--- config.mk ---
export PLATFORM = sky130hd
export DESIGN_NAME = bdic_queue
export DESIGN_NICKNAME = d
export VERILOG_FILES = /design/src/rtl/core/block_diagonal_inertia_counter_unit_macros.svh /design/src/rtl/core/bdic_pkg.sv /design/src/rtl/core/bdic_queue.sv
export SDC_FILE = /design/constraint.sdc
export NUM_CORES = 1
export LEC_CHECK = 0
export BUFFER_PORTS_ARGS = -buffer_cell sky130_fd_sc_hd__buf_2
export CAP_MARGIN = 20
export CELL_PAD_IN_SITES_DETAIL_PLACEMENT = 0
export CELL_PAD_IN_SITES_GLOBAL_PLACEMENT = 1
export CORE_MARGIN = 2
export CORE_UTILIZATION = 39
export CTS_BUF_LIST = sky130_fd_sc_hd__clkbuf_16
export CTS_CLUSTER_DIAMETER = 150
export DETAILED_ROUTE_END_ITERATION = 16
export PLACE_DENSITY = 0.74
export SLEW_MARGIN = 30
export SYNTH_ARGS = -nofsm -noshare
export SYNTH_HDL_FRONTEND = slang
export SYNTH_SLANG_ARGS = --single-unit
--- constraint.sdc ---
create_clock -name clock -period 2.2 [get_ports clock]
set_clock_uncertainty 0.1 [all_clocks]
set_input_delay 0.22 -clock clock [delete_from_list [all_inputs] [get_ports clock]]
set_output_delay 0.22 -clock clock [all_outputs]
set_load 0.01 [all_outputs]
--- src/rtl/core/block_diagonal_inertia_counter_unit_macros.svh ---
// Assertion macros used by the back part of the inertia counter RTL.
// Each macro expects signals named clock and reset in the using module.
`ifndef BLOCK_DIAGONAL_INERTIA_COUNTER_UNIT_MACROS_SVH
`define BLOCK_DIAGONAL_INERTIA_COUNTER_UNIT_MACROS_SVH

// A condition that must hold at every clock edge out of reset.
`define BDIC_CHECK(lbl, cond, msg) \
   lbl: assert property (@(posedge clock) disable iff (reset) (cond)) else $error(msg);

// A condition that must hold in the cycle after a trigger.
`define BDIC_CHECK_NEXT(lbl, trig, cond, msg) \
   lbl: assert property (@(posedge clock) disable iff (reset) (trig) |=> (cond)) \
      else $error(msg);

// A condition that must hold in the same cycle as a trigger.
`define BDIC_CHECK_NOW(lbl, trig, cond, msg) \
   lbl: assert property (@(posedge clock) disable iff (reset) (trig) |-> (cond)) \
      else $error(msg);

`endif

--- src/rtl/core/bdic_pkg.sv ---
// Shared types and constants of the block-diagonal inertia counter.
// No dependencies; the front, queue, back and top files import it.
`default_nettype none

package bdic_pkg;

   // Default configuration of the unit.
   localparam int BDIC_MAX_ORDER   = 65536;
   localparam int BDIC_VALUE_WIDTH = 32;

   // Fixed field widths of the channels.
   localparam int BDIC_FIELD_W = 32;
   localparam int BDIC_COUNT_W = 17;
   localparam int BDIC_COUNT_LIMIT = (1 << BDIC_COUNT_W) - 1;

   // Depth of the queue between the front and back parts.
   localparam int BDIC_QUEUE_DEPTH = 2;

   // One row as it arrives.
   typedef struct packed {
      logic signed [BDIC_FIELD_W-1:0] diag_real;
      logic signed [BDIC_FIELD_W-1:0] coupling_re;
      logic signed [BDIC_FIELD_W-1:0] coupling_im;
      logic                           two_by_two;
      logic                           last;
   } bdic_req_type;

   // The counts sent out on the last row.
   typedef struct packed {
      logic [BDIC_COUNT_W-1:0] pos_count;
      logic [BDIC_COUNT_W-1:0] neg_count;
      logic [BDIC_COUNT_W-1:0] zero_count;
   } bdic_rsp_type;

   // Classified row: how much each counter grows, and whether to report.
   typedef struct packed {
      logic       last;
      logic [1:0] pos_inc;
      logic [1:0] neg_inc;
      logic [1:0] zero_inc;
   } bdic_inc_type;

endpackage

`default_nettype wire

--- src/rtl/core/bdic_queue.sv ---
// Short register queue between the front and back parts.
// Depends on bdic_pkg for the entry type and depth.
`default_nettype none

module bdic_queue import bdic_pkg::*; (
   input  wire logic         clock,
   input  wire logic         reset,
   input  wire logic         in_valid,
   output logic              in_ready,
   input  wire bdic_inc_type in_data,
   output logic              out_valid,
   input  wire logic         out_ready,
   output bdic_inc_type      out_data
);

   localparam int PTR_W = (BDIC_QUEUE_DEPTH > 1) ? $clog2(BDIC_QUEUE_DEPTH) : 1;
   localparam int CNT_W = $clog2(BDIC_QUEUE_DEPTH + 1);
   localparam logic [PTR_W-1:0] LAST_SLOT = PTR_W'(BDIC_QUEUE_DEPTH - 1);
   localparam logic [CNT_W-1:0] FULL_CNT  = CNT_W'(BDIC_QUEUE_DEPTH);

   bdic_inc_type      slot_ff [BDIC_QUEUE_DEPTH];
   logic [PTR_W-1:0]  wr_ptr_ff;
   logic [PTR_W-1:0]  wr_ptr_in;
   logic [PTR_W-1:0]  rd_ptr_ff;
   logic [PTR_W-1:0]  rd_ptr_in;
   logic [CNT_W-1:0]  fill_ff;
   logic [CNT_W-1:0]  fill_in;
   logic              do_push;
   logic              do_pop;

   assign in_ready  = (fill_ff != FULL_CNT);
   assign out_valid = (fill_ff != '0);
   assign out_data  = slot_ff[rd_ptr_ff];

   assign do_push = in_valid && in_ready;
   assign do_pop  = out_valid && out_ready;

   // Pointer and fill bookkeeping.
   always_comb begin
      wr_ptr_in = wr_ptr_ff;
      rd_ptr_in = rd_ptr_ff;
      fill_in   = fill_ff;
      if (do_push) begin
         wr_ptr_in = (wr_ptr_ff == LAST_SLOT) ? '0 : wr_ptr_ff + 1'b1;
      end
      if (do_pop) begin
         rd_ptr_in = (rd_ptr_ff == LAST_SLOT) ? '0 : rd_ptr_ff + 1'b1;
      end
      case ({do_push, do_pop})
         2'b10:   fill_in = fill_ff + 1'b1;
         2'b01:   fill_in = fill_ff - 1'b1;
         default: fill_in = fill_ff;
      endcase
   end

   always_ff @(posedge clock) begin
      if (reset) begin
         wr_ptr_ff <= '0;
         rd_ptr_ff <= '0;
         fill_ff   <= '0;
      end else begin
         wr_ptr_ff <= wr_ptr_in;
         rd_ptr_ff <= rd_ptr_in;
         fill_ff   <= fill_in;
      end
   end

   // Entry storage.
   always_ff @(posedge clock) begin
      if (do_push) begin
         slot_ff[wr_ptr_ff] <= in_data;
      end
   end

endmodule

`default_nettype wire

==> impl_metrics.tcl <==
set metrics [dict create \
    outcome "finished, final reports clean" \
    synth_area_per_cell_um2 15.8 \
    synth_seq_cells 19 \
    regToRegSetupSlack_ns 0.57 \
    area_growth_pct 28.3 \
    finalSetupViolCount 0 \
    finalWeightedCongestion 0.649 \
    vdd_drop_max_uv 794 \
    clkSlewWorstSetupHoldPaths_ns 0.05 \
    worst_path_largest_cell_delay_ns 0.40 \
    grt_pass1_vias 373 \
    p_leak_nw 0.366 \
    die_w_um 47.1 \
    cts_resized 0 \
    finalMaxSlewViolations 0 \
    cts_buffers 3 \
    grt_pass1_wl_mm 1.57 \
    nNetsFinal 81 \
    vias 425 \
    synth_area_um2 726 \
    syn-num-nets 58 \
    postCtsSetupBuffers 0 \
    routed_wl_mm 1.10 \
    cts-htree-levels 1 \
    fp.coreArea_um2 1750 \
    worstPathRequired_ns 2.28 \
    cp_cell_sequence "nand2b_1, nand2_1, ha_1, or3_1, a21oi_1" \
    cts_max_path_buffers 2 \
    drt_iter0_drc 5 \
    cts_tree "yes" \
    drv_cap 0 \
    seq_area_frac_synth_pct 71.7 \
    endpoint_kind "flip-flop" \
    yosysWarningCount 0 \
    crit_buf_inv 0 \
    clock-sinks 19 \
    start_util_pct 41.6 \
    tns_ns 0 \
    grt_setup_unrepaired "false" \
    gr-usage-all-layers_pct 10.9 \
    start_kind "flip-flop" \
    place_hpwl_um 789 \
    clk_latency_ns 0.25 \
    io_buffers 19 \
    die_height_um 47.1 \
    cts_hold_buf 0 \
    power_density_nw_per_um2 1280 \
    crit_type "flip-flop to flip-flop" \
    std_cell_rows 15 \
    cp.arrival_ns 1.71 \
    clockRootBuffer "clkbuf_16" \
    io_pins 20 \
    first_pass_iters 4 \
    final_cell_mix "buf_2, edfxtp_1, mux2_2, dfxtp_1" \
    fillers 152 \
    timing.final.crit_share_pct 74.0 \
    drtAntennaViolNets 0 \
    drc 0 \
    cp_top_family "simple AND/OR/NAND/NOR gates" \
    slew_headroom_pct 76.3 \
    grt_max_degree 13 \
    design_area_um2 931 \
    grt_overflow 0 \
    die_area_um2 2220 \
    viasPerCell 4.57 \
    fmax_mhz 614 \
    ys_types 19 \
    antenna_found_initial 0 \
    wl_per_cell_um 11.8 \
    period_minus_slack_ns 1.63 \
    postSynthCellCount 46 \
    cp_max_fo 5 \
    fin_util_pct 53.3 \
    antenna_cells 0 \
    final_common_cell "buf_2" \
    holdWs_ns 0.0613 \
    place_area_um2 848 \
    crit_slowest_cell "dfxtp_1" \
    hp-class "input port to flip-flop" \
    final_layout_size_suffix_gt1_share_pct 47.1 \
    worst_slew_pin_slew_ns 0.355 \
    hold_viol_final 0 \
]
==> registers in the layout, summed over array words and instances (netlist names), named ones only <==
signal and flops:
fill_ff 2, rd_ptr_ff 1, slot_ff 14, wr_ptr_ff 1
==> final timing paths <==
check	cells after the start	to	from
setup / recovery	5	fill_ff[1]	fill_ff[0]
hold / removal	1	slot_ff[1][3]	in_data[3]
setup reg to reg	5	fill_ff[1]	fill_ff[0]
hold reg to reg	2	flip-flop	rd_ptr_ff
==> cell usage after synthesis, drive strengths merged <==
master	n	share of area, %
xor2	1	1.2
a21oi	2	1.4
ha	1	1.7
clkbuf	1	0.52
nand3b	1	1.0
and3	1	0.86
o21a	1	1.0
nor2	3	1.6
nand2	1	0.52
dfxtp	5	14
inv	1	0.52
or3	1	0.86
xnor2	2	2.4
o21ai	1	0.69
a21bo	1	1.4
edfxtp	14	58
mux2	7	11
nand2b	1	0.86
or2	1	0.86
==> worst reg2reg max path, cell delays in order, from the launching register on <==
cell	delay (ns)
dfxtp_1	0.40
nand2b_1	0.21
nand2_1	0.07
ha_1	0.30
or3_1	0.35
a21oi_1	0.13
==> metrics by stage <==
step	power [mW]	worst slack, ns	cells
after floorplan	0.738	0.588	46
after global placement	0.839	0.609	89
after detailed placement	0.842	0.562	89
after CTS	1.21	0.551	93
after global routing	1.26	0.481	93
final	1.20	0.571	93
==> kinds of logic after synthesis <==
logic type	Yosys count	synth area share [%]
xor+xnor	3	3.62
mux	7	10.9
compound gates	5	4.48
simple gates	9	6.55
buf+inv	2	1.03
flops	19	71.7
fa+ha+maj	1	1.72
==> power by group <==
part | internal (mW) | switching (mW)
clock network | 0.245 | 0.120
registers | 0.464 | 0.0518
logic | 0.167 | 0.148
==> per-layer routing <==
metal / up-vias / routed length, um / track usage (%)
met5: - / 0 / 0
met4: 0 / 14 / 6.67
met3: 3 / 53 / 3.46
met2: 16 / 542 / 17.3
met1: 195 / 484 / 12.9
li1: 211 / - / -
==> layout make-up <==
type / count / area (um^2) / share of cell area [%]
clock buffers: 3 / 75.1 / 8.06
clock inverters: 1 / 7.51 / 0.806
inverters: 1 / 3.75 / 0.403
multi-input cells: 25 / 198 / 21.2
flip-flops and latches: 19 / 520 / 55.9
well taps: 25 / 31.3 / 3.36
repair buffers: 19 / 95.1 / 10.2
(Power assumes the default switching activity.)
