==> config.mk <==
export PLATFORM = sky130hd
export DESIGN_NAME = bdic_back
export DESIGN_NICKNAME = d
export VERILOG_FILES = /design/src/rtl/core/bdic_pkg.sv /design/src/rtl/core/bdic_back.sv
export VERILOG_INCLUDE_DIRS = /design/src /design/src/rtl/core
export SDC_FILE = /design/constraint.sdc
export NUM_CORES = 1
export LEC_CHECK = 0
export BUFFER_PORTS_ARGS = -buffer_cell sky130_fd_sc_hd__buf_2
export CAP_MARGIN = 10
export CORE_ASPECT_RATIO = 0.6
export CORE_MARGIN = 3
export CORE_UTILIZATION = 61
export CTS_BUF_LIST = sky130_fd_sc_hd__clkbuf_4
export DETAILED_ROUTE_END_ITERATION = 6
export PLACE_DENSITY = 0.82
export SETUP_SLACK_MARGIN = 0.4
export SLEW_MARGIN = 0
export SYNTH_ARGS = -nofsm -noshare
export SYNTH_HDL_FRONTEND = slang
export SYNTH_SLANG_ARGS = --single-unit
==> constraint.sdc <==
create_clock -name clock -period 3.75 [get_ports clock]
set_input_delay 0 -clock clock [delete_from_list [all_inputs] [get_ports clock]]
set_output_delay 0 -clock clock [all_outputs]
set_load 0.02 [all_outputs]
==> src/rtl/core/block_diagonal_inertia_counter_unit_macros.svh <==
// Assertion macros used by the back part of the inertia counter RTL.
// Each macro expects signals named clock and reset in the using module.
`ifndef BLOCK_DIAGONAL_INERTIA_COUNTER_UNIT_MACROS_SVH
`define BLOCK_DIAGONAL_INERTIA_COUNTER_UNIT_MACROS_SVH

// A condition that must hold at every clock edge out of reset.
`define BDIC_CHECK(lbl, cond, msg) \
   lbl: assert property (@(posedge clock) disable iff (reset) (cond)) else $error(msg);

// A condition that must hold in the cycle after a trigger.
`define BDIC_CHECK_NEXT(lbl, trig, cond, msg) \
   lbl: assert property (@(posedge clock) disable iff (reset) (trig) |=> (cond)) \
      else $error(msg);

// A condition that must hold in the same cycle as a trigger.
`define BDIC_CHECK_NOW(lbl, trig, cond, msg) \
   lbl: assert property (@(posedge clock) disable iff (reset) (trig) |-> (cond)) \
      else $error(msg);

`endif

==> src/rtl/core/bdic_pkg.sv <==
// Shared types and constants of the block-diagonal inertia counter.
// No dependencies; the front, queue, back and top files import it.
`default_nettype none

package bdic_pkg;

   // Default configuration of the unit.
   localparam int BDIC_MAX_ORDER   = 65536;
   localparam int BDIC_VALUE_WIDTH = 32;

   // Fixed field widths of the channels.
   localparam int BDIC_FIELD_W = 32;
   localparam int BDIC_COUNT_W = 17;
   localparam int BDIC_COUNT_LIMIT = (1 << BDIC_COUNT_W) - 1;

   // Depth of the queue between the front and back parts.
   localparam int BDIC_QUEUE_DEPTH = 2;

   // One row as it arrives.
   typedef struct packed {
      logic signed [BDIC_FIELD_W-1:0] diag_real;
      logic signed [BDIC_FIELD_W-1:0] coupling_re;
      logic signed [BDIC_FIELD_W-1:0] coupling_im;
      logic                           two_by_two;
      logic                           last;
   } bdic_req_type;

   // The counts sent out on the last row.
   typedef struct packed {
      logic [BDIC_COUNT_W-1:0] pos_count;
      logic [BDIC_COUNT_W-1:0] neg_count;
      logic [BDIC_COUNT_W-1:0] zero_count;
   } bdic_rsp_type;

   // Classified row: how much each counter grows, and whether to report.
   typedef struct packed {
      logic       last;
      logic [1:0] pos_inc;
      logic [1:0] neg_inc;
      logic [1:0] zero_inc;
   } bdic_inc_type;

endpackage

`default_nettype wire

==> src/rtl/core/bdic_back.sv <==
// Back part of the inertia counter: saturating counters and the result
// register. Depends on bdic_pkg and the assertion macro header.
`default_nettype none
`include "block_diagonal_inertia_counter_unit_macros.svh"

module bdic_back import bdic_pkg::*; #(
   parameter int MAX_ORDER = BDIC_MAX_ORDER
) (
   input  wire logic         clock,
   input  wire logic         reset,
   input  wire logic         pop_valid,
   output logic              pop_ready,
   input  wire bdic_inc_type pop_data,
   output logic              rsp_valid,
   input  wire logic         rsp_ready,
   output bdic_rsp_type      rsp_data
);

   localparam int CAP_INT = (MAX_ORDER < BDIC_COUNT_LIMIT) ? MAX_ORDER : BDIC_COUNT_LIMIT;
   localparam logic [BDIC_COUNT_W-1:0] COUNT_CAP = BDIC_COUNT_W'(CAP_INT);

   logic [BDIC_COUNT_W-1:0] pos_total_ff;
   logic [BDIC_COUNT_W-1:0] neg_total_ff;
   logic [BDIC_COUNT_W-1:0] zero_total_ff;
   logic [BDIC_COUNT_W-1:0] pos_next;
   logic [BDIC_COUNT_W-1:0] neg_next;
   logic [BDIC_COUNT_W-1:0] zero_next;
   logic                    rsp_valid_ff;
   logic                    rsp_valid_in;
   bdic_rsp_type            rsp_data_ff;
   logic                    do_pop;
   logic                    do_report;
   logic                    counts_in_cap;
   logic                    counts_clear;

   // Add up to two and stop at the cap; the count never starts above it.
   function automatic logic [BDIC_COUNT_W-1:0] sat_add(
      input logic [BDIC_COUNT_W-1:0] cnt,
      input logic [1:0]              inc
   );
      logic [BDIC_COUNT_W:0] sum;
      sum = (BDIC_COUNT_W+1)'(cnt) + (BDIC_COUNT_W+1)'(inc);
      if (sum > (BDIC_COUNT_W+1)'(COUNT_CAP)) begin
         return COUNT_CAP;
      end
      return sum[BDIC_COUNT_W-1:0];
   endfunction

   // A reporting beat waits only while an untaken result sits in the register.
   assign pop_ready = !pop_data.last || !rsp_valid_ff || rsp_ready;
   assign do_pop    = pop_valid && pop_ready;
   assign do_report = do_pop && pop_data.last;

   assign pos_next  = sat_add(pos_total_ff, pop_data.pos_inc);
   assign neg_next  = sat_add(neg_total_ff, pop_data.neg_inc);
   assign zero_next = sat_add(zero_total_ff, pop_data.zero_inc);

   // Running counts; they restart from zero after each report.
   always_ff @(posedge clock) begin
      if (reset) begin
         pos_total_ff  <= '0;
         neg_total_ff  <= '0;
         zero_total_ff <= '0;
      end else if (do_report) begin
         pos_total_ff  <= '0;
         neg_total_ff  <= '0;
         zero_total_ff <= '0;
      end else if (do_pop) begin
         pos_total_ff  <= pos_next;
         neg_total_ff  <= neg_next;
         zero_total_ff <= zero_next;
      end
   end

   // Result register.
   always_comb begin
      if (do_report) begin
         rsp_valid_in = 1'b1;
      end else if (rsp_ready) begin
         rsp_valid_in = 1'b0;
      end else begin
         rsp_valid_in = rsp_valid_ff;
      end
   end

   always_ff @(posedge clock) begin
      if (reset) begin
         rsp_valid_ff <= 1'b0;
      end else begin
         rsp_valid_ff <= rsp_valid_in;
      end
   end

   always_ff @(posedge clock) begin
      if (do_report) begin
         rsp_data_ff.pos_count  <= pos_next;
         rsp_data_ff.neg_count  <= neg_next;
         rsp_data_ff.zero_count <= zero_next;
      end
   end

   assign rsp_valid = rsp_valid_ff;
   assign rsp_data  = rsp_data_ff;

   // Summary flags for the checks below.
   assign counts_in_cap = (pos_total_ff <= COUNT_CAP) && (neg_total_ff <= COUNT_CAP)
                       && (zero_total_ff <= COUNT_CAP);
   assign counts_clear  = (pos_total_ff == '0) && (neg_total_ff == '0)
                       && (zero_total_ff == '0);

   // Counters never pass the cap.
   `BDIC_CHECK(a_count_cap, counts_in_cap, "count above cap")
   // A report leaves all counters at zero.
   `BDIC_CHECK_NEXT(a_clear_after_report, do_report, counts_clear, "counts not cleared")
   // A report never overwrites a result that is still waiting.
   `BDIC_CHECK_NOW(a_no_overwrite, do_report, !rsp_valid_ff || rsp_ready, "result overwritten")

endmodule

`default_nettype wire

==> results of run 1 <==
## metal layers
layer  GRT usage, %  wire, um  share of wire (%)  up-vias
met5              0         0                  0        -
met1           36.3      6450                 45     2405
met3           6.18      1270                8.8       34
li1               -         -                  -     2386
met2           41.0      6350                 44      255
met4           9.54       291                2.0        0
## cells in the final DEF, fill, tap and decap left out, drive strengths merged, types with 8 or more instances in the layout
master  netlist  routed
buf          31      78
a31oi        11      11
nand3        30      30
dfxtp        52      52
o21ai        36      36
nor3         13      13
nand2        64      64
inv          25      25
o31ai        15      15
clkbuf       20      10
nor2         66      66
xnor2        25      25
and3         13      13
nor4         12      12
xor2         18      18
nand2b        8       8
a21oi        33      33
or2           8       8
nand4        10      10
edfxtp       51      51
## area by class of cell
type / instances / area (sq um) / area share [%]
Sequential cell: 103 / 2570 / 39.3
Timing Repair Buffer: 83 / 478 / 7.31
Clock inverter: 6 / 110 / 1.68
Multi-Input combinational cell: 459 / 3050 / 46.6
Tap cell: 130 / 163 / 2.49
Clock buffer: 10 / 75.1 / 1.15
Inverter: 25 / 93.8 / 1.44
## worst register-to-register path, cell delays in order (launching register included)
cell	delay (ps)
dfxtp_1	370
ha_1	190
inv_1	70
fa_2	420
and4b_2	380
mux2i_1	110
a2111oi_2	530
o2111ai_1	290
o21ai_1	270
buf_4	220
a31oi_1	110
a31oi_1	200
## registers in the layout (all words and copies together) (netlist names)
name,cells
rsp_data,51
rsp_valid,1
zero_total_ff,17
pos_total_ff,17
neg_total_ff,17
## worst min-delay path by stage
stage	from	slack, ps	to
6_report	pop_data[1]	50	zero_total_ff[1]$_SDFFE_PP0P_
3_3_place_gp	reset	270	rsp_valid$_SDFFE_PP0P_
5_1_grt	pop_data[1]	40	zero_total_ff[1]$_SDFFE_PP0P_
4_1_cts	pop_data[1]	30	zero_total_ff[1]$_SDFFE_PP0P_
3_5_place_dp	reset	270	rsp_valid$_SDFFE_PP0P_
2_1_floorplan	reset	70	rsp_valid$_SDFFE_PP0P_
## synthesized netlist by cell type, types with 11 or more instances
library cell	n	area, sq um
clkbuf_1	16	60.1
o21ai_0	24	120
a21oi_1	33	165
nor2_1	65	244
xnor2_1	25	219
buf_2	19	95.1
nand3_1	27	135
edfxtp_1	51	1530
inv_1	23	86.3
nor3_1	13	65.1
xor2_1	18	158
and3_1	13	81.3
dfxtp_1	52	1040
nand2_1	64	240
o21ai_1	11	55.1
## cells by family after synthesis
group           after synthesis
flops                       103
simple gates                257
mux                           6
xor+xnor                     43
fa+ha+maj                     9
buf+inv                      76
compound gates              144
## power breakdown
| part | switching [mW] | internal (mW) |
|---|---|---|
| Combinational | 0.140 | 0.0735 |
| Sequential | 0.0114 | 1.21 |
| Clock | 0.377 | 0.344 |
| Total | 0.528 | 1.63 |
## stage by stage
stage | hold slack (ps) | total power [mW] | cells
3_3_place_gp | 267 | 1.43 | 787
2_1_floorplan | 69.1 | 1.38 | 638
5_1_grt | 41.2 | 2.22 | 816
4_1_cts | 31.6 | 2.15 | 809
3_5_place_dp | 268 | 1.44 | 787
6_report | 52.0 | 2.16 | 816
## what timing repair did
| action | in CTS | in global routing |
|---|---|---|
| buffers inserted | 1 | 7 |
| hold buffers | 5 | 0 |
| hold endpoints to repair | 8 | 0 |
| pin swaps | 1 | 3 |
| setup endpoints to repair | 11 | 55 |
| gates resized for setup | 3 | 13 |
==> reports/results.ini, run 1 <==
[floorplan]
core.rowCount = 27
die_area_sq_um = 10900
num_io_pins = 64
die_w_um = 133
design.core.area_sq_um = 9260
floorplan.initialDensity_pct = 63.4
die_h_um = 82.0

[sta]
setup_viol = 0
period_share_pct = 86.2
slew_violations = 0
rsz0062_at_grt = no
clock.fmax_mhz = 309
hold_viol = 0
fin_setup_tns_ps = 0
tightest_slew_ps = 729
min_period_ps = 3230
fin_ws_ps = 517
slew_headroom_pct = 51.3
skew_ps = 14.9

[route]
route.detailed.drc = 0
drt-initial-drc-count = 574
wl_per_cell_um = 17.6
antenna_left = 0
wl_mm = 14.4
firstDrtPassIters = 5
num_vias = 5080
vias_per_cell = 6.23

[synth]
synth_warnings = 0
netlist_area_sq_um = 5870
synth_edf_count = 51
synth_top_family_by_area = simple AND/OR/NAND/NOR gates
ys_seq_elements = 103
syn_nets = 658
synth_seq_area_share_pct = 43.8
synthAdderAreaFrac_pct = 2.30
yosys.area_share.simple_pct = 23.3
avgSynthCellArea_sq_um = 9.20
synthMuxAreaShare_pct = 1.04
synth_compound_area_share_pct = 17.4
synth_cells = 638
synthXorXnorAreaFrac_pct = 6.42
async_flop_share_pct = 0
synth_cell_type_count = 81
ys.flop_type = dfxtp_1

[global_route]
grt_pass1_vias = 4682
grt_max_degree = 29
grt_antenna_before_repair = 0
grt_overflow = 0
grt_pass1_wl_mm = 22.9
gr-usage-all-layers_pct = 26.3

[worst_setup_path]
rrSetupSlack_ps = 520
crit_buf_inv = 2
cp-end-kind = flop
crit_top_cell = a31oi_1
rr_endpoint = pos_total_ff[3]$_SDFFE_PP0P_
worst-endpoint-arrival_ps = 3630
worst_ep_required_time_ps = 4150
worstSetupEndpoint = pos_total_ff[3]$_SDFFE_PP0P_
crit_slowest_cell = a2111oi_2
start_kind = flop
path_cells = ha_1 > inv_1 > fa_2 > and4b_2 > mux2i_1 > a2111oi_2 > o2111ai_1 > o21ai_1 > buf_4 > a31oi_1 > a31oi_1
path_max_fanout = 12
slowest_delay_ps = 530
cp_top_family = compound AO/OA/AOI/OAI gates
critical_path_class = flop to flop
ff2ff_path_depth = 11
reg2reg_from = pos_total_ff[0]$_SDFFE_PP0P_
cp-startpoint = pos_total_ff[0]$_SDFFE_PP0P_
path_depth = 11

[clock_network]
cts_buffers = 9
htreeDepth = 3
clkTransAtPathRegs_ps = 150
root_buffer = clkbuf_4
cts.sink_count = 103
cts_tree = done
cts_max_path_buffers = 2
clk_latency_ps = 480

[final_layout]
diodes = 0
area_delta_synth_final_pct = 11.4
utilization_pct = 70.6
fill_cells = 708
drive_above_1_share_pct = 21.0
fin_nets = 701
fin_area_sq_um = 6540

[placed_design]
place_congestion = 0.980
port_buffers = 63
dp_slack_ps = 328
hpwl_mm = 9.97
place_area_sq_um = 6160

[status]
status = finished, final reports clean

[pwr]
pwr_density_cell_nw_per_um2 = 330
p_leak_nw = 2.43
peakVddDrop_mv = 0.271

[hold_path]
min_path_cells = 4
hold_class = input port to flop

[run]
drv_cap = 0

(Power assumes the default switching activity.)
==> run 2, diff against run 1 <==
- PLACE_DENSITY: 0.82 -> 0.8
==> run 2 against run 1 <==
Hold slack got worse by 3.7 ps. Clock power down 11%. Core utilization fell by 0.35 points. Power shrank 3.8%. Final cell count shrank 0.49%. Sequential power about the same. Sequential share of layout area up 0.20 points. Clock skew rose by 1.9 ps. Largest cell class unchanged. Combinational power fell by 2%. Critical path type unchanged. Via count fell by 1.4%. Sequential cell count stayed put.
==> reports/results.ini, run 2 (synthesis gave the netlist of run 1 again) <==
[sta]
min_period_ps = 3170  ; -66.5 ps
slew_headroom_pct = 44.6  ; -6.7 points
skew_ps = 16.9  ; +1.95 ps
clock.fmax_mhz = 316  ; +2.1%
hold_viol = 0  ; unchanged
fin_setup_tns_ps = 0  ; unchanged
period_share_pct = 84.4  ; -1.8 points
tightest_slew_ps = 824  ; +94.3 ps
slew_violations = 0  ; unchanged
setup_viol = 0  ; unchanged
rsz0062_at_grt = no

[final_layout]
area_delta_synth_final_pct = 10.8
drive_above_1_share_pct = 20.4  ; -0.61 points
mostFrequentLayoutCells = nand2_1, nor2_1, buf_2
diodes = 0  ; unchanged
fin_nets = 697  ; -0.57%
fin_area_sq_um = 6500  ; -0.50%
largest_reg_flops = 51  ; unchanged

[pwr]
peakVddDrop_mv = 0.174  ; -36%
p_leak_nw = 2.40  ; -0.87%
pwr_density_cell_nw_per_um2 = 319  ; -3.4%

[floorplan]
design.core.area_sq_um = 9260  ; unchanged
num_io_pins = 64  ; unchanged
die_area_sq_um = 10900  ; unchanged
die_w_um = 133  ; unchanged
die_h_um = 82.0  ; unchanged
floorplan.initialDensity_pct = 63.4  ; unchanged
core.rowCount = 27  ; unchanged

[placed_design]
place_congestion = 0.984  ; +0.36%
port_buffers = 63  ; unchanged
hpwl_mm = 9.51  ; -4.7%
place_area_sq_um = 6170  ; +0.12%

[route]
num_vias = 5007  ; -1.4%
antenna_left = 0  ; unchanged
wl_mm = 13.9  ; -3.3%
wl_per_cell_um = 17.1  ; -2.9%
drt-initial-drc-count = 562  ; -2.1%
route.detailed.drc = 0  ; unchanged
firstDrtPassIters = 6  ; +1
vias_per_cell = 6.17  ; -0.95%

[global_route]
grt_overflow = 0  ; unchanged
grt_pass1_vias = 4455  ; -4.8%
grt_pass1_wl_mm = 22.1  ; -3.5%
gr-usage-all-layers_pct = 25.3  ; -1.0 points
grt_max_degree = 53  ; +83%
grt_antenna_before_repair = 0  ; unchanged

[worst_setup_path]
rrSetupSlack_ps = 580  ; +70 ps
rr_endpoint = pos_total_ff[15]$_SDFFE_PP0P_
worst_ep_required_time_ps = 4130  ; -20 ps
worst-endpoint-arrival_ps = 3550  ; -80 ps
cp-end-kind = flop
ff2ff_path_depth = 11  ; unchanged
path_max_fanout = 21  ; +9
critical_path_class = flop to flop
reg2reg_from = pos_total_ff[0]$_SDFFE_PP0P_
start_kind = flop

[hold_path]
whs_endpoint = neg_total_ff[1]$_SDFFE_PP0P_
min-delay-start = pop_data[3]
min_path_cells = 4  ; unchanged
hold_class = input port to flop

[clock_network]
cts.sink_count = 103  ; unchanged
cts_buffers = 9  ; unchanged
cts_max_path_buffers = 2  ; unchanged
htreeDepth = 3  ; unchanged
clk_latency_ps = 470  ; about the same
cts_tree = done
root_buffer = clkbuf_4
clkTransAtPathRegs_ps = 150  ; about the same

[run]
drv_cap = 0  ; unchanged

[status]
status = finished, final reports clean

-- run 2: cell count changes in the layout (fill, tap and decap cells not counted), sizes merged --
cell / before / now
buf: 78 / 74
clkinvlp: 1 / 3
bufinv: 3 / 2
clkinv: 2 / 1
-- run 2: where the power goes --
| part | internal [mW] | switching [mW] | total, mW |
|---|---|---|---|
| sequential | 1.21 | 0.0111 | 1.22 |
| clock | 0.275 | 0.367 | 0.643 |
| combinational | 0.0714 | 0.137 | 0.208 |
-- run 2: cell type report --
class | instances | area (sq um)
fillers | 718 | 2750
inverters | 25 | 93.8
flip-flops and latches | 103 | 2570
clock inverters | 6 | 86.3
clock buffers | 10 | 75.1
repair buffers | 79 | 460
well taps | 130 | 163
multi-input cells | 459 | 3050
-- run 2: per-layer routing --
| metal | vias up | global-route usage (%) | wire length [um] |
|---|---|---|---|
| met5 | - | 0 | 0 |
| met4 | 0 | 8.82 | 311 |
| met3 | 38 | 6.00 | 1350 |
| met2 | 262 | 38.0 | 5850 |
| met1 | 2329 | 36.1 | 6370 |
| li1 | 2378 | - | - |
-- run 2: metrics by stage --
stage | setup WS, ps | power [mW] | hold WS (ps) | utilization, % | std cells
floorplan | 758 | 1.38 | 69.1 | - | 638
global placement | 466 | 1.43 | 266 | 66.7 | 788
detailed placement | 324 | 1.44 | 272 | 66.7 | 788
CTS | 409 | 2.07 | 24.0 | 69.2 | 809
global route | 418 | 2.15 | 33.5 | 70.3 | 812
finish | 584 | 2.07 | 48.2 | 70.3 | 812
-- run 2: worst max path at each step --
| stage | startpoint | end | slack, ps | depth (start not counted) |
|---|---|---|---|---|
| 2_1_floorplan | pos_total_ff[0]$_SDFFE_PP0P_ | rsp_data[42]$_DFFE_PP_ | 760 | 11 |
| 3_3_place_gp | pos_total_ff[0]$_SDFFE_PP0P_ | rsp_data[42]$_DFFE_PP_ | 470 | 9 |
| 3_5_place_dp | pos_total_ff[0]$_SDFFE_PP0P_ | rsp_data[46]$_DFFE_PP_ | 320 | 9 |
| 4_1_cts | zero_total_ff[0]$_SDFFE_PP0P_ | zero_total_ff[2]$_SDFFE_PP0P_ | 410 | 11 |
| 5_1_grt | zero_total_ff[0]$_SDFFE_PP0P_ | zero_total_ff[3]$_SDFFE_PP0P_ | 420 | 11 |
| 6_report | pos_total_ff[0]$_SDFFE_PP0P_ | pos_total_ff[15]$_SDFFE_PP0P_ | 580 | 11 |
-- run 2: worst max-delay path, stage by stage, from the launching register on --
cell and delay, ps:
dfxtp_1 380, ha_1 190, inv_1 70, fa_2 420, and4b_2 370, nand3_2 160
or4b_1 580, nand3_1 170, o21ai_1 80, buf_4 210, and3_1 200, a221o_1 250
-- run 2: repair_timing --
action | in CTS | in global routing
pin swaps | 0 | 1
endpoints found under the setup margin | 11 | 53
resized for setup | 3 | 13
buffers inserted | 0 | 3
hold buffers | 5 | 0
endpoints found under the hold margin | 11 | 0
==> run 3, diff against run 2 <==
- CORE_UTILIZATION: 61 -> 55
- PLACE_DENSITY: 0.8 -> 0.76
- clock period: 3.75 -> 2.6 ns (I/O delays scaled with it)
==> run 3 against run 2 <==
The run now ends with negative setup slack left. Clock-buffer cell count stayed put. Global-route usage is 4.9 points higher. Worst setup slack worse by 1000 ps. First-iteration DRC count is 63% higher.
==> reports/results.ini, run 3 (synthesis gave the netlist of run 1 again) <==
[status]
status = complete, but fails checks
violations = negative setup slack

[route]
route.detailed.drc = 0  ; unchanged
vias_per_cell = 6.42  ; +4.2%
route.met3.wl_mm = 2.85  ; +110%
detail_route.wirelength.met1_mm = 8.55  ; +34%
num_vias = 6114  ; +22%
top_layer = met4
drt-initial-drc-count = 916  ; +63%
wl_met2_mm = 8.96  ; +53%
antenna_left = 0  ; unchanged
wl_per_cell_um = 22.1  ; +30%
firstDrtPassIters = 6  ; unchanged
wl_mm = 21.1  ; +52%

[worst_setup_path]
path_max_fanout = 6  ; -71%
cp-end-kind = flop
worst-endpoint-arrival_ps = 3460  ; -90 ps
start_kind = flop
critical_path_class = flop to flop
worst_ep_required_time_ps = 3000  ; -1130 ps

[final_layout]
drive_above_1_share_pct = 46.0  ; +26 points
utilization_pct = 82.5  ; +12 points
fin_nets = 832  ; +19%
fin_area_sq_um = 8350  ; +28%
fill_cells = 533  ; -26%
mostFrequentLayoutCells = buf_4, buf_2, nand2_1
regArea_sq_um = 2580  ; +0.15%
layout_commonest_cell = buf_4
area_delta_synth_final_pct = 42.3
largest_reg_flops = 51  ; unchanged
diodes = 0  ; unchanged
multi_input_area_sq_um = 3770  ; +23%

[sta]
slew_headroom_pct = 55.6  ; +11 points
fin_ws_ps = -455  ; -1040 ps
min_period_ps = 3060  ; -111 ps
rsz0062_at_grt = yes
setup_viol = 86  ; +86
slew_violations = 0  ; unchanged
period_share_pct = 118  ; +33 points
clock.fmax_mhz = 327  ; +3.6%
skew_ps = 12.2  ; -4.65 ps
hold_viol = 0  ; unchanged
fin_setup_tns_ps = -19230  ; -19230 ps
fin_hold_ws_ps = 39.3  ; -8.91 ps
tightest_slew_ps = 666  ; -158 ps

[pwr]
peakVddDrop_mv = 0.288  ; +65%
pwr_density_cell_nw_per_um2 = 358  ; +12%
p_leak_nw = 3.15  ; +31%

[floorplan]
die_h_um = 86.0  ; +4.9%
die_area_sq_um = 12000  ; +10%
die_w_um = 139  ; +5.1%
core.rowCount = 28  ; +3.7%
num_io_pins = 64  ; unchanged
design.core.area_sq_um = 10100  ; +9.4%
floorplan.initialDensity_pct = 58.0  ; -5.4 points

[global_route]
gr-usage-all-layers_pct = 30.2  ; +4.9 points
grt_pass1_wl_mm = 28.6  ; +30%
grt_overflow = 0  ; unchanged
grt_antenna_before_repair = 0  ; unchanged
grt_max_degree = 31  ; -42%
grt_pass1_vias = 5451  ; +22%

[clock_network]
cts_tree = done
cts_max_path_buffers = 2  ; unchanged
root_buffer = clkbuf_4
clkTransAtPathRegs_ps = 160  ; about the same
cts_buffers = 9  ; unchanged
htreeDepth = 3  ; unchanged
clk_latency_ps = 500  ; +30 ps
cts.sink_count = 103  ; unchanged

[placed_design]
place_congestion = 0.923  ; -6.1%
place_area_sq_um = 6990  ; +13%
dp_slack_ps = -406  ; -731 ps
port_buffers = 63  ; unchanged
hpwl_mm = 11.4  ; +20%

[hold_path]
hold_class = input port to flop

[run]
drv_cap = 0  ; unchanged

[run 3: cell count changes in the layout (fill, tap and decap cells not counted), sizes merged]
cell / change
bufinv: -2
o21bai: +1
clkinv: +2
nand2b: +1
clkinvlp: -1
buf: +131
inv: +2
nor2: +1
[run 3: critical path: stages, from the launching register on]
cell     delay, ps
dfxtp_2        400
ha_4           150
inv_2           40
fa_2           380
and4b_1        330
buf_6          140
nand3_4         70
or4b_4         580
nand3_4        120
o21ai_4         70
buf_6          140
buf_6          130
a21o_1         210
a22o_1         200
[run 3: path summary, 6_finish.rpt]
kind	depth (start not counted)	endpoint	slack, ps	start
max	13	pos_total_ff[2]$_SDFFE_PP0P_	-460	pos_total_ff[0]$_SDFFE_PP0P_
min	5	pos_total_ff[14]$_SDFFE_PP0P_	40	pop_data[6]
max reg2reg	13	pos_total_ff[2]$_SDFFE_PP0P_	-460	pos_total_ff[0]$_SDFFE_PP0P_
min reg2reg	2	zero_total_ff[0]$_SDFFE_PP0P_	520	zero_total_ff[0]$_SDFFE_PP0P_
[run 3: per-layer routing]
| layer | global-route usage (%) | vias to the layer above |
|---|---|---|
| li1 | - | 2658 |
| met1 | 43.7 | 2862 |
| met2 | 43.6 | 501 |
| met3 | 9.36 | 93 |
| met4 | 9.06 | 0 |
| met5 | 0 | - |
[run 3: what timing repair did]
item / 4_1_cts / 5_1_grt
gates resized for setup: 104 / 72
endpoints found under the hold margin: 10 / 0
setup buffers: 31 / 19
endpoints found under the setup margin: 100 / 102
pin swaps: 34 / 31
hold buffers: 5 / 0
cloned: 4 / 2
[run 3: area by class of cell]
type / instances / area share [%]
clock buffer: 10 / 0.899
tap: 135 / 2.02
timing repair buffer: 210 / 19.2
clock inverter: 6 / 0.554
timing repair inverter: 1 / 0.0749
sequential: 103 / 30.8
inverter: 25 / 1.24
multi-input combinational: 462 / 45.1
[run 3: through the flow]
stage	power, mW	std cells
after floorplan	2.00	638
after CTS	2.93	931
after global routing	3.09	952
final	2.99	952
after global placement	2.13	875
after detailed placement	2.13	875
[run 3: where the power goes]
part	leakage (nW)	internal, mW	switching (mW)
combinational	2.20	0.183	0.264
sequential	0.887	1.75	0.0196
clock	0.0630	0.212	0.567
